==> src/hdl/touch_report_poll_sequencer_defines.svh <==
// ----------------------------------------------------------------------------
// Assertion macros for the touch report poll sequencer
// Shared property forms; each use stands on a line of its own.
// ----------------------------------------------------------------------------
`ifndef TOUCH_REPORT_POLL_SEQUENCER_DEFINES_SVH
`define TOUCH_REPORT_POLL_SEQUENCER_DEFINES_SVH

// Check that an antecedent always brings its consequent in the same cycle.
`define TRPS_ASSERT_IMPLY(label, clk, rst, ante, cons, msg) \
   label: assert property (@(posedge clk) disable iff (rst) (ante) |-> (cons)) \
      else $error(msg);

// Check that a condition never holds.
`define TRPS_ASSERT_NEVER(label, clk, rst, expr, msg) \
   label: assert property (@(posedge clk) disable iff (rst) !(expr)) \
      else $error(msg);

`endif

==> src/hdl/trps_pkg.sv <==
// ----------------------------------------------------------------------------
// trps_pkg
// Shared constants, codes and types of the touch report poll sequencer.
// ----------------------------------------------------------------------------
package trps_pkg;

   // Sizing
   localparam int REPORT_LIMIT = 34;
   localparam int POINT_CAP    = 5;
   localparam int MAX_RES      = 4;
   localparam int Q_DEPTH      = 4;

   localparam int STATUS_LEN  = 4;
   localparam int HDP_LEN     = 8;
   localparam int REPORT_HDR  = 4;
   localparam int POINT_BYTES = 6;

   localparam int IDX_W     = $clog2(REPORT_LIMIT + 1);
   localparam int PT_MAX    = REPORT_LIMIT / POINT_BYTES;
   localparam int PT_W      = $clog2(((PT_MAX > POINT_CAP) ? PT_MAX : POINT_CAP) + 1);
   localparam int RES_CNT_W = $clog2(MAX_RES + 1);
   localparam int RES_IDX_W = $clog2(MAX_RES);
   localparam int QPTR_W    = $clog2(Q_DEPTH);
   localparam int QCNT_W    = $clog2(Q_DEPTH + 1);
   localparam int RD_COUNT_W = 6;

   // Division by six of a report length minus header, valid up to 60
   localparam int DIV6_MUL    = 43;
   localparam int DIV6_SHIFT  = 8;
   localparam int DIV6_PROD_W = IDX_W + 6;

   // Input function codes
   localparam logic [1:0] FUNC_START = 2'd0;
   localparam logic [1:0] FUNC_BYTE  = 2'd1;
   localparam logic [1:0] FUNC_FAIL  = 2'd2;

   // Result kinds
   localparam logic [2:0] KIND_WRITE   = 3'd0;
   localparam logic [2:0] KIND_READ    = 3'd1;
   localparam logic [2:0] KIND_POINT   = 3'd2;
   localparam logic [2:0] KIND_GESTURE = 3'd3;
   localparam logic [2:0] KIND_FINISH  = 3'd4;

   // Controller commands
   localparam logic [2:0] CMD_STATUS     = 3'd0;
   localparam logic [2:0] CMD_CLEAR_INT  = 3'd1;
   localparam logic [2:0] CMD_CPU_START  = 3'd2;
   localparam logic [2:0] CMD_POINT_MODE = 3'd3;
   localparam logic [2:0] CMD_START      = 3'd4;
   localparam logic [2:0] CMD_REPORT     = 3'd5;
   localparam logic [2:0] CMD_HDP_STATUS = 3'd6;

   // Status and report bit patterns
   localparam logic [7:0] HI_CPU_RESTART = 8'h40;
   localparam logic [7:0] HI_POINT_MODE  = 8'h20;
   localparam logic [7:0] HI_INT         = 8'h08;
   localparam logic [7:0] LO_INT         = 8'h08;
   localparam logic [7:0] LO_POINT       = 8'h01;
   localparam logic [7:0] LO_GESTURE     = 8'h02;
   localparam logic [7:0] TAG_POINT_MAX  = 8'h0A;
   localparam logic [7:0] TAG_GESTURE    = 8'hF6;
   localparam logic [7:0] HDP_CLEAR      = 8'h82;

   typedef struct packed {
      logic [2:0]            kind;
      logic [2:0]            cmd_code;
      logic [RD_COUNT_W-1:0] rd_count;
      logic [7:0]            point_id;
      logic [11:0]           x_pos;
      logic [11:0]           y_pos;
      logic [7:0]            pressure;
      logic [2:0]            gesture;
      logic                  failed;
   } result_type;

   typedef struct packed {
      logic [RES_CNT_W-1:0]             count;
      result_type [MAX_RES-1:0]         res;
   } bundle_type;

endpackage

==> src/hdl/trps_front.sv <==
// ----------------------------------------------------------------------------
// trps_front
// Accepts input beats, tracks the poll phase and builds the result bundle.
// ----------------------------------------------------------------------------
`include "touch_report_poll_sequencer_defines.svh"

module trps_front import trps_pkg::*; (
   input  logic             clock,
   input  logic             reset,
   input  logic             req_valid,
   output logic             req_stall,
   input  logic [1:0]       req_func,
   input  logic [7:0]       req_rx_byte,
   input  logic             q_full,
   output logic             push_valid,
   output bundle_type       push_data
);

   typedef enum logic [2:0] {
      PH_IDLE,
      PH_STATUS,
      PH_REPORT,
      PH_HDPSTAT,
      PH_DRAIN
   } phase_type;

   phase_type        phase_ff, phase_in;
   logic [IDX_W-1:0] byte_index_ff, byte_index_in;
   logic [7:0]       stat_lo_ff, stat_lo_in;
   logic [7:0]       stat_hi_ff, stat_hi_in;
   logic [15:0]      rpt_len_ff, rpt_len_in;
   logic [7:0]       frame_tag_ff, frame_tag_in;
   logic [31:0]      point_bytes_ff, point_bytes_in;
   logic [23:0]      drain_stat_ff, drain_stat_in;
   logic [PT_W-1:0]  pts_emit_ff, pts_emit_in;
   logic [2:0]       pos_ff, pos_in;
   logic [PT_W-1:0]  pt_ff, pt_in;

   logic             item_acc;
   logic [IDX_W:0]   idx_p1;
   logic [IDX_W-1:0] rel_len;
   logic [DIV6_PROD_W-1:0] prod;
   logic [DIV6_PROD_W-1:0] quot;
   logic [PT_W-1:0]  pts_calc;
   logic [7:0]       lo_v;
   logic [7:0]       hi_v;
   logic [15:0]      len_v;
   logic [7:0]       hdp_code;
   logic [15:0]      hdp_remain;
   bundle_type       bundle;

   function automatic result_type mk_cmd(logic [2:0] kind, logic [2:0] cmd,
                                         logic [RD_COUNT_W-1:0] len);
      result_type r;
      r          = '0;
      r.kind     = kind;
      r.cmd_code = cmd;
      r.rd_count = len;
      return r;
   endfunction

   function automatic result_type mk_finish(logic f);
      result_type r;
      r        = '0;
      r.kind   = KIND_FINISH;
      r.failed = f;
      return r;
   endfunction

   function automatic bundle_type add_res(bundle_type b, result_type r);
      bundle_type o;
      o = b;
      o.res[b.count[RES_IDX_W-1:0]] = r;
      o.count = b.count + RES_CNT_W'(1);
      return o;
   endfunction

   assign item_acc  = req_valid && !req_stall;
   assign req_stall = q_full;
   assign idx_p1    = {1'b0, byte_index_ff} + (IDX_W + 1)'(1);

   // Point count: (length - header) / 6 by reciprocal, capped
   assign rel_len  = rpt_len_ff[IDX_W-1:0] - IDX_W'(REPORT_HDR);
   assign prod     = DIV6_PROD_W'(rel_len) * DIV6_PROD_W'(DIV6_MUL);
   assign quot     = prod >> DIV6_SHIFT;
   assign pts_calc = (quot > DIV6_PROD_W'(POINT_CAP)) ? PT_W'(POINT_CAP) : quot[PT_W-1:0];

   assign hdp_code   = drain_stat_ff[23:16];
   assign hdp_remain = drain_stat_ff[15:0];

   always_comb begin
      phase_in       = phase_ff;
      byte_index_in  = byte_index_ff;
      stat_lo_in     = stat_lo_ff;
      stat_hi_in     = stat_hi_ff;
      rpt_len_in     = rpt_len_ff;
      frame_tag_in   = frame_tag_ff;
      point_bytes_in = point_bytes_ff;
      drain_stat_in  = drain_stat_ff;
      pts_emit_in    = pts_emit_ff;
      pos_in         = pos_ff;
      pt_in          = pt_ff;
      lo_v           = stat_lo_ff;
      hi_v           = stat_hi_ff;
      len_v          = rpt_len_ff;
      bundle         = '0;
      if (item_acc) begin
         unique case (req_func)
            FUNC_START: begin
               phase_in       = PH_STATUS;
               byte_index_in  = '0;
               stat_lo_in     = '0;
               stat_hi_in     = '0;
               rpt_len_in     = '0;
               frame_tag_in   = '0;
               point_bytes_in = '0;
               drain_stat_in  = '0;
               pts_emit_in    = '0;
               pos_in         = '0;
               pt_in          = '0;
               bundle = add_res(bundle, mk_cmd(KIND_READ, CMD_STATUS,
                                               RD_COUNT_W'(STATUS_LEN)));
            end
            FUNC_FAIL: begin
               if (phase_ff != PH_IDLE) begin
                  bundle        = add_res(bundle, mk_finish(1'b1));
                  phase_in      = PH_IDLE;
                  byte_index_in = '0;
               end
            end
            FUNC_BYTE: begin
               unique case (phase_ff)
                  PH_STATUS: begin
                     priority if (byte_index_ff == IDX_W'(0)) begin
                        lo_v = req_rx_byte;
                     end else if (byte_index_ff == IDX_W'(1)) begin
                        hi_v = req_rx_byte;
                     end else if (byte_index_ff == IDX_W'(2)) begin
                        len_v = {8'h00, req_rx_byte};
                     end else begin
                        len_v = rpt_len_ff | {req_rx_byte, 8'h00};
                     end
                     stat_lo_in    = lo_v;
                     stat_hi_in    = hi_v;
                     rpt_len_in    = len_v;
                     byte_index_in = idx_p1[IDX_W-1:0];
                     if (byte_index_ff == IDX_W'(STATUS_LEN - 1)) begin
                        // Decide on the complete status word
                        phase_in      = PH_IDLE;
                        byte_index_in = '0;
                        priority if ((hi_v & HI_CPU_RESTART) != '0) begin
                           bundle = add_res(bundle, mk_cmd(KIND_WRITE, CMD_CLEAR_INT, '0));
                           bundle = add_res(bundle, mk_cmd(KIND_WRITE, CMD_CPU_START, '0));
                           bundle = add_res(bundle, mk_finish(1'b0));
                        end else if ((hi_v & HI_POINT_MODE) != '0) begin
                           bundle = add_res(bundle, mk_cmd(KIND_WRITE, CMD_POINT_MODE, '0));
                           bundle = add_res(bundle, mk_cmd(KIND_WRITE, CMD_START, '0));
                           bundle = add_res(bundle, mk_cmd(KIND_WRITE, CMD_CLEAR_INT, '0));
                           bundle = add_res(bundle, mk_finish(1'b0));
                        end else if (((hi_v & HI_INT) != '0) && (len_v == '0)) begin
                           bundle = add_res(bundle, mk_cmd(KIND_WRITE, CMD_CLEAR_INT, '0));
                           bundle = add_res(bundle, mk_finish(1'b0));
                        end else if ((lo_v & (LO_POINT | LO_GESTURE)) == '0) begin
                           if (((hi_v & HI_INT) != '0) && ((lo_v & LO_INT) != '0)) begin
                              bundle = add_res(bundle,
                                               mk_cmd(KIND_WRITE, CMD_CLEAR_INT, '0));
                           end
                           bundle = add_res(bundle, mk_finish(1'b0));
                        end else if ((len_v > 16'(REPORT_LIMIT)) ||
                                     (len_v < 16'(REPORT_HDR))) begin
                           bundle = add_res(bundle, mk_finish(1'b0));
                        end else begin
                           bundle = add_res(bundle, mk_cmd(KIND_READ, CMD_REPORT,
                                                           len_v[RD_COUNT_W-1:0]));
                           phase_in       = PH_REPORT;
                           frame_tag_in   = '0;
                           point_bytes_in = '0;
                           pts_emit_in    = '0;
                           pos_in         = '0;
                           pt_in          = '0;
                        end
                     end
                  end
                  PH_REPORT: begin
                     if (byte_index_ff == IDX_W'(REPORT_HDR)) begin
                        frame_tag_in = req_rx_byte;
                        pts_emit_in  = ((req_rx_byte <= TAG_POINT_MAX) &&
                                        ((stat_lo_ff & LO_POINT) != '0)) ? pts_calc : '0;
                     end
                     if ((byte_index_ff == IDX_W'(REPORT_HDR + 2)) &&
                         (frame_tag_ff == TAG_GESTURE) &&
                         ((stat_lo_ff & LO_GESTURE) != '0)) begin
                        bundle = add_res(bundle, '{kind: KIND_GESTURE, cmd_code: '0,
                                                   rd_count: '0, point_id: '0,
                                                   x_pos: '0, y_pos: '0, pressure: '0,
                                                   gesture: req_rx_byte[2:0],
                                                   failed: 1'b0});
                     end
                     if (byte_index_ff >= IDX_W'(REPORT_HDR)) begin
                        if (pos_ff < 3'd4) begin
                           point_bytes_in[8*pos_ff[1:0] +: 8] = req_rx_byte;
                        end else if ((pos_ff == 3'd4) && (pt_ff < pts_emit_ff)) begin
                           bundle = add_res(bundle, '{kind: KIND_POINT, cmd_code: '0,
                              rd_count: '0, point_id: point_bytes_ff[7:0],
                              x_pos: {point_bytes_ff[31:28], point_bytes_ff[15:8]},
                              y_pos: {point_bytes_ff[27:24], point_bytes_ff[23:16]},
                              pressure: req_rx_byte, gesture: '0, failed: 1'b0});
                        end
                        if (pos_ff == 3'(POINT_BYTES - 1)) begin
                           pos_in = '0;
                           pt_in  = pt_ff + PT_W'(1);
                        end else begin
                           pos_in = pos_ff + 3'd1;
                        end
                     end
                     byte_index_in = idx_p1[IDX_W-1:0];
                     if (16'(idx_p1) >= rpt_len_ff) begin
                        bundle = add_res(bundle, mk_cmd(KIND_READ, CMD_HDP_STATUS,
                                                        RD_COUNT_W'(HDP_LEN)));
                        phase_in      = PH_HDPSTAT;
                        byte_index_in = '0;
                     end
                  end
                  PH_HDPSTAT: begin
                     if (byte_index_ff == IDX_W'(2)) begin
                        drain_stat_in[7:0] = req_rx_byte;
                     end else if (byte_index_ff == IDX_W'(3)) begin
                        drain_stat_in[15:8] = req_rx_byte;
                     end else if (byte_index_ff == IDX_W'(5)) begin
                        drain_stat_in[23:16] = req_rx_byte;
                     end
                     byte_index_in = idx_p1[IDX_W-1:0];
                     if (byte_index_ff == IDX_W'(HDP_LEN - 1)) begin
                        priority if (hdp_code == HDP_CLEAR) begin
                           bundle = add_res(bundle, mk_cmd(KIND_WRITE, CMD_CLEAR_INT, '0));
                           bundle = add_res(bundle, mk_finish(1'b0));
                           phase_in      = PH_IDLE;
                           byte_index_in = '0;
                        end else if ((hdp_code != '0) || (hdp_remain == '0) ||
                                     (hdp_remain > 16'(REPORT_LIMIT))) begin
                           bundle = add_res(bundle, mk_finish(1'b0));
                           phase_in      = PH_IDLE;
                           byte_index_in = '0;
                        end else begin
                           rpt_len_in = hdp_remain;
                           bundle = add_res(bundle, mk_cmd(KIND_READ, CMD_REPORT,
                                                           hdp_remain[RD_COUNT_W-1:0]));
                           phase_in      = PH_DRAIN;
                           byte_index_in = '0;
                        end
                     end
                  end
                  PH_DRAIN: begin
                     byte_index_in = idx_p1[IDX_W-1:0];
                     if (16'(idx_p1) >= rpt_len_ff) begin
                        bundle = add_res(bundle, mk_cmd(KIND_READ, CMD_HDP_STATUS,
                                                        RD_COUNT_W'(HDP_LEN)));
                        phase_in      = PH_HDPSTAT;
                        byte_index_in = '0;
                     end
                  end
                  default: begin
                     // Stray byte while idle: drop
                  end
               endcase
            end
            default: begin
               // Unknown function: drop
            end
         endcase
      end
   end

   assign push_valid = item_acc && (bundle.count != '0);
   assign push_data  = bundle;

   always_ff @(posedge clock) begin
      if (reset) begin
         phase_ff       <= PH_IDLE;
         byte_index_ff  <= '0;
         stat_lo_ff     <= '0;
         stat_hi_ff     <= '0;
         rpt_len_ff     <= '0;
         frame_tag_ff   <= '0;
         point_bytes_ff <= '0;
         drain_stat_ff  <= '0;
         pts_emit_ff    <= '0;
         pos_ff         <= '0;
         pt_ff          <= '0;
      end else begin
         phase_ff       <= phase_in;
         byte_index_ff  <= byte_index_in;
         stat_lo_ff     <= stat_lo_in;
         stat_hi_ff     <= stat_hi_in;
         rpt_len_ff     <= rpt_len_in;
         frame_tag_ff   <= frame_tag_in;
         point_bytes_ff <= point_bytes_in;
         drain_stat_ff  <= drain_stat_in;
         pts_emit_ff    <= pts_emit_in;
         pos_ff         <= pos_in;
         pt_ff          <= pt_in;
      end
   end

   `TRPS_ASSERT_IMPLY(a_idle_index, clock, reset, phase_ff == PH_IDLE, byte_index_ff == '0, "byte index not cleared while idle")
   `TRPS_ASSERT_IMPLY(a_push_nonempty, clock, reset, push_valid, (bundle.count != '0) && (bundle.count <= RES_CNT_W'(MAX_RES)), "pushed bundle count out of range")

endmodule

==> src/hdl/trps_fifo.sv <==
// ----------------------------------------------------------------------------
// trps_fifo
// Short bundle queue between the front and the back.
// ----------------------------------------------------------------------------
`include "touch_report_poll_sequencer_defines.svh"

module trps_fifo import trps_pkg::*; (
   input  logic        clock,
   input  logic        reset,
   input  logic        push_valid,
   input  bundle_type  push_data,
   output logic        full,
   output logic        head_valid,
   output bundle_type  head_data,
   input  logic        pop
);

   bundle_type        mem_ff [Q_DEPTH];
   logic [QPTR_W-1:0] wr_ptr_ff;
   logic [QPTR_W-1:0] rd_ptr_ff;
   logic [QCNT_W-1:0] cnt_ff;

   assign full       = (cnt_ff == QCNT_W'(Q_DEPTH));
   assign head_valid = (cnt_ff != '0);
   assign head_data  = mem_ff[rd_ptr_ff];

   always_ff @(posedge clock) begin
      if (push_valid) begin
         mem_ff[wr_ptr_ff] <= push_data;
      end
   end

   always_ff @(posedge clock) begin
      if (reset) begin
         wr_ptr_ff <= '0;
         rd_ptr_ff <= '0;
         cnt_ff    <= '0;
      end else begin
         if (push_valid) begin
            wr_ptr_ff <= wr_ptr_ff + QPTR_W'(1);
         end
         if (pop) begin
            rd_ptr_ff <= rd_ptr_ff + QPTR_W'(1);
         end
         cnt_ff <= cnt_ff + QCNT_W'(push_valid) - QCNT_W'(pop);
      end
   end

   `TRPS_ASSERT_NEVER(a_push_full, clock, reset, push_valid && full, "push into full queue")
   `TRPS_ASSERT_NEVER(a_pop_empty, clock, reset, pop && !head_valid, "pop from empty queue")

endmodule

==> src/hdl/trps_back.sv <==
// ----------------------------------------------------------------------------
// trps_back
// Walks the head bundle one result per cycle, unless stalled, into the output register.
// ----------------------------------------------------------------------------
`include "touch_report_poll_sequencer_defines.svh"

module trps_back import trps_pkg::*; (
   input  logic        clock,
   input  logic        reset,
   input  logic        head_valid,
   input  bundle_type  head_data,
   output logic        pop,
   output logic        rsp_valid,
   input  logic        rsp_stall,
   output result_type  rsp_res,
   output logic        rsp_last
);

   logic [RES_IDX_W-1:0] sel_ff;
   logic                 valid_ff;
   result_type           res_ff;
   logic                 last_ff;
   logic                 load;
   logic                 is_last;

   assign load    = head_valid && (!valid_ff || !rsp_stall);
   assign is_last = ((RES_CNT_W'(sel_ff) + RES_CNT_W'(1)) == head_data.count);
   assign pop     = load && is_last;

   always_ff @(posedge clock) begin
      if (reset) begin
         sel_ff   <= '0;
         valid_ff <= 1'b0;
      end else begin
         if (load) begin
            valid_ff <= 1'b1;
            sel_ff   <= is_last ? '0 : sel_ff + RES_IDX_W'(1);
         end else if (!rsp_stall) begin
            valid_ff <= 1'b0;
         end
      end
   end

   // Payload: advance only on a load, hold while stalled
   always_ff @(posedge clock) begin
      if (load) begin
         res_ff  <= head_data.res[sel_ff];
         last_ff <= is_last;
      end
   end

   assign rsp_valid = valid_ff;
   assign rsp_res   = res_ff;
   assign rsp_last  = last_ff;

   `TRPS_ASSERT_IMPLY(a_sel_in_bundle, clock, reset, head_valid, RES_CNT_W'(sel_ff) < head_data.count, "result select beyond bundle")

endmodule

==> src/hdl/touch_report_poll_sequencer.sv <==
// ----------------------------------------------------------------------------
// touch_report_poll_sequencer
// Byte-driven sequencer for one poll of a capacitive touch controller.
// ----------------------------------------------------------------------------
// Usage:
//   Request channel (req_valid / req_stall): one beat is a start, one received
//   response byte, or a bus failure notice. The block stalls requests only when
//   its bundle queue (four entries) is full; otherwise it takes one beat every
//   cycle.
//   Response channel (rsp_valid / rsp_stall): a beat is a bus command, a touch
//   point, a gesture or a poll finish. One request beat yields zero to four
//   response beats, the final one carrying rsp_last.
//   The results of a request are written into the queue and then loaded into
//   the output register; further responses of the same request follow one
//   per cycle while rsp_stall is low.
//   Throughput is one response beat per cycle while rsp_stall is low, set by
//   the output register of the back end.
//   Reset (synchronous, active high) returns the poll to idle and empties the
//   queue; no response is pending afterwards.
//   When the receiver stalls, the output beat holds, the queue fills, and only
//   then does req_stall rise.
// ----------------------------------------------------------------------------
module touch_report_poll_sequencer import trps_pkg::*; (
   input  logic        clock,
   input  logic        reset,
   input  logic        req_valid,
   output logic        req_stall,
   input  logic [1:0]  req_func,
   input  logic [7:0]  req_rx_byte,
   output logic        rsp_valid,
   input  logic        rsp_stall,
   output logic [2:0]  rsp_kind,
   output logic [2:0]  rsp_cmd_code,
   output logic [5:0]  rsp_rd_count,
   output logic [7:0]  rsp_point_id,
   output logic [11:0] rsp_x_pos,
   output logic [11:0] rsp_y_pos,
   output logic [7:0]  rsp_pressure,
   output logic [2:0]  rsp_gesture,
   output logic        rsp_failed,
   output logic        rsp_last
);

   logic       q_full;
   logic       push_valid;
   bundle_type push_data;
   logic       head_valid;
   bundle_type head_data;
   logic       pop;
   result_type rsp_res;

   // Front: classify each request beat and build its result bundle
   trps_front u_front (
      .clock       (clock),
      .reset       (reset),
      .req_valid   (req_valid),
      .req_stall   (req_stall),
      .req_func    (req_func),
      .req_rx_byte (req_rx_byte),
      .q_full      (q_full),
      .push_valid  (push_valid),
      .push_data   (push_data)
   );

   // Queue: decouple request acceptance from response delivery
   trps_fifo u_fifo (
      .clock      (clock),
      .reset      (reset),
      .push_valid (push_valid),
      .push_data  (push_data),
      .full       (q_full),
      .head_valid (head_valid),
      .head_data  (head_data),
      .pop        (pop)
   );

   // Back: emit bundled results one beat at a time
   trps_back u_back (
      .clock      (clock),
      .reset      (reset),
      .head_valid (head_valid),
      .head_data  (head_data),
      .pop        (pop),
      .rsp_valid  (rsp_valid),
      .rsp_stall  (rsp_stall),
      .rsp_res    (rsp_res),
      .rsp_last   (rsp_last)
   );

   assign rsp_kind     = rsp_res.kind;
   assign rsp_cmd_code = rsp_res.cmd_code;
   assign rsp_rd_count = rsp_res.rd_count;
   assign rsp_point_id = rsp_res.point_id;
   assign rsp_x_pos    = rsp_res.x_pos;
   assign rsp_y_pos    = rsp_res.y_pos;
   assign rsp_pressure = rsp_res.pressure;
   assign rsp_gesture  = rsp_res.gesture;
   assign rsp_failed   = rsp_res.failed;

endmodule

==> config.mk <==
export PLATFORM = sky130hd
export DESIGN_NAME = touch_report_poll_sequencer
export DESIGN_NICKNAME = d
export VERILOG_FILES = /design/src/hdl/trps_pkg.sv /design/src/hdl/trps_front.sv /design/src/hdl/trps_fifo.sv /design/src/hdl/trps_back.sv /design/src/hdl/touch_report_poll_sequencer.sv
export VERILOG_INCLUDE_DIRS = /design/src /design/src/hdl
export SDC_FILE = /design/constraint.sdc
export NUM_CORES = 1
export LEC_CHECK = 0
export BUFFER_PORTS_ARGS = -buffer_cell sky130_fd_sc_hd__buf_2
export CORE_ASPECT_RATIO = 0.75
export CORE_MARGIN = 5
export CORE_UTILIZATION = 30
export DETAILED_ROUTE_END_ITERATION = 10
export SLEW_MARGIN = 20
export SYNTH_ARGS = -nofsm -noshare
export SYNTH_HDL_FRONTEND = slang
export SYNTH_SLANG_ARGS = --single-unit
==> constraint.sdc <==
create_clock -name clock -period 8.24 [get_ports clock]
set_input_delay 0.824 -clock clock [delete_from_list [all_inputs] [get_ports clock]]
set_output_delay 0.824 -clock clock [all_outputs]
set_load 0.01 [all_outputs]
==> out/metrics.yaml <==
setup_slack_ns: 2.48
hpwl_mm: 40.1
die-area_sq_mm: 0.0931
grt_use_met2_pct: 21.6
finalSetupTns_ns: 0
antenna_cells: 0
cts_resized: 0
core_area_sq_mm: 0.0861
setup_viol: 0
antenna_found_initial: 0
switching_share_pct: 25.9
cts_sinks: 605
hold_viol: 0
cp-end-kind: "flip-flop"
synth_commonest_cells: "489 x edfxtp_1, 177 x nand2_1, 116 x a21oi_1, 116 x dfxtp_1, 114 x nor2_1"
postSynthAreaPerCell_sq_um: 14.2
path_buf_inv: 1
slowest_stage: "and2_4"
clockRootBuffer: "clkbuf_16"
slew-limit-headroom_pct: 23.2
busiest_layer: "met2"
crit_path_max_fanout: 57
path_cells: "ha_1 -> nand3_1 -> xnor2_1 -> ha_1 -> o21a_1 -> nor3_1 -> nor4_1 -> and2_0 -> and3_1 -> or2_0 -> or3_1 -> and2_4 -> buf_4"
drc: 0
cellInternalPower_mw: 5.26
path_common_cell: "ha_1"
start_kind: "flip-flop"
vdd_drop_max_mv: 0.398
fp-row-count: 93
synth_cell_types: 73
cap_violations: 0
use_met3_pct: 2.39
grt.overflow.total: 0
status: "complete, no violations"
avgViaCountPerCell: 5.11
synth-main-ff-cell: "edfxtp_1"
die_y_microns: 265
final_core_util_pct: 34.3
grt_pass1_wl_mm: 99.8
synth_edf_count: 489
totalWireLength_mm: 64.7
cp_top_family: "simple AND/OR/NAND/NOR gates"
critPathArrivalTime_ns: 5.99
path_class: "reg2reg"
fin_crit_ns: 5.76
tightest_slew_ns: 1.14
gp_congestion: 0.909
start_util_pct: 30.3
antenna_left: 0
cts.path.max_buffers: 3
drive_gt1_share_pct: 17.1
power.net_switching_mw: 1.84
fin_nets: 1969
syn_area_sq_mm: 0.0261
p_comb_share_pct: 14.1
final_max_slew_viol_count: 0
clkTransAtPathRegs_ns: 0.07
vias: 15700
async_reset_ff_share_pct: 0
clock_latency_ns: 0.60
place_ws_ns: 2.46
hold_class: "reg2reg"
wl_per_cell_microns: 21.1
rsz0062_at_grt: "no"
period_share_pct: 69.9
power.share.sequential_pct: 50.5
port_buffers: 72
synth_top_area_cell: "edfxtp_1"
finalClockSkew_ns: 0.0279
yosysWarningCount: 0
synthCells: 1838
tritoncts: "built"
cts_buffers: 52
fmax_ghz: 0.174
required_ns: 8.47
grt_pass1_vias: 16000
drt_iter0_drc: 1521
syn_to_final_growth_pct: 13.0
chipWidth_microns: 351
leakage_nw: 10.0
dr.pass1.iters: 5
cts_setup_buffers: 0
whs_ns: 0.464
ctsHoldBuffers: 0
ys_ff_latch: 605
synth_area_leaders: "edfxtp_1 56%, mux4_2 9.4%, dfxtp_1 8.9%"
ios: 73
yosysTopAreaCellShare_pct: 56.3
power_mw: 7.10
power.density_mw_per_mm2: 241
htree_levels: 2
syn_nets: 1920
ys_seq_area_share_pct: 65.2
grtUsageTotal_pct: 13.7
p_clk_share_pct: 35.4
grt_max_degree: 66
synth_most_common_cell: "edfxtp_1"
met1_usage_pct: 20.4
slowest_delay_ns: 0.81
-- stage by stage --
step           area, sq um  std cells
3_5_place_dp         27700       2971
3_3_place_gp         27700       2971
4_1_cts              29500       3068
6_report             29500       3070
2_1_floorplan        26100       1838
5_1_grt              29500       3070
-- registers in the layout, indices dropped and copies added (netlist names), 2 cells and up, named ones only --
signal                  flops
u_fifo.mem_ff             432
u_front.stat_hi_ff          3
u_front.drain_stat_ff      24
u_front.byte_index_ff       6
u_front.pts_emit_ff         3
u_front.rpt_len_ff         16
u_front.point_bytes_ff     32
u_front.phase_ff            3
u_fifo.wr_ptr_ff            2
u_front.pt_ff               3
u_front.stat_lo_ff          3
u_back.rsp_res             56
u_front.pos_ff              3
u_fifo.rd_ptr_ff            2
u_back.sel_ff               2
u_fifo.cnt_ff               3
u_front.frame_tag_ff        8
-- cells by family (layout without fill, tap and decap cells) --
| logic type | after synthesis | after routing | share of synthesized area, % |
|---|---|---|---|
| and+or+nand+nor | 558 | 558 | 10.6 |
| muxes | 160 | 160 | 11.4 |
| buffers and inverters | 162 | 254 | 2.38 |
| AOI/OAI and AO/OA | 263 | 263 | 6.31 |
| adders and majority gates | 68 | 68 | 3.40 |
| DFF | 605 | 605 | 65.2 |
| xor gates and xnor gates | 22 | 22 | 0.738 |
-- power groups by stage --
stage | logic [mW] | clock network (mW) | registers, mW
2_1_floorplan | 0.544 | 0 | 3.71
6_report | 0.999 | 2.51 | 3.59
3_3_place_gp | 1.02 | 0 | 3.66
3_5_place_dp | 1.02 | 0 | 3.66
5_1_grt | 1.10 | 2.72 | 3.61
4_1_cts | 1.03 | 2.58 | 3.60
-- cell type report --
cell class | instances | area (sq um)
multi-input combinational | 1071 | 8500
sequential | 605 | 17000
clock buffer | 74 | 1540
clock inverter | 23 | 214
fill | 8341 | 56600
inverter | 57 | 214
timing repair buffer | 100 | 591
tap | 1140 | 1430
-- worst register-to-register path, stage by stage, from the launching register on --
cell     delay, ns
dfxtp_1       0.46
ha_1          0.39
nand3_1       0.16
xnor2_1       0.19
ha_1          0.29
o21a_1        0.12
nor3_1        0.05
nor4_1        0.74
and2_0        0.49
and3_1        0.34
or2_0         0.36
or3_1         0.30
and2_4        0.81
buf_4         0.67
-- final timing paths --
path	from	endpoint	slack, ns	depth (start not counted)
max	u_front.byte_index_ff[0]	u_fifo.mem_ff[3][73]	2.48	13
min reg2reg	u_front.point_bytes_ff[31]	u_front.point_bytes_ff[31]	0.46	2
max reg2reg	u_front.byte_index_ff[0]	u_fifo.mem_ff[3][73]	2.48	13
min	u_front.point_bytes_ff[31]	u_front.point_bytes_ff[31]	0.46	2
-- layer usage --
| metal | share of wire [%] | vias up |
|---|---|---|
| met5 | 0 | - |
| met4 | 1.4 | 0 |
| met3 | 5.8 | 72 |
| met2 | 46 | 495 |
| met1 | 47 | 8082 |
| li1 | - | 7036 |
-- placed cells by master, fill, tap and decap left out, types with 9 or more instances in the layout --
cell,Yosys,final
buf_4,1,27
buf_2,8,72
xnor2_1,13,13
inv_1,57,55
nand3_1,50,50
mux2i_1,46,46
nor2b_1,9,9
clkbuf_1,81,9
nor2_1,114,114
edfxtp_1,489,489
clkinv_2,0,10
nor4_1,11,11
nand2b_1,9,9
a22o_1,9,9
a211oi_1,13,13
a22oi_1,12,12
o21ai_0,46,46
nor3_1,22,21
clkbuf_16,0,54
a21oi_1,116,115
and2_1,73,69
a21o_1,10,10
clkbuf_8,0,11
ha_1,63,63
nand2_1,177,177
mux4_2,109,109
xor2_1,9,9
and3_1,48,48
dfxtp_1,116,112
No activity file was read; power rests on OpenSTA's default activity.
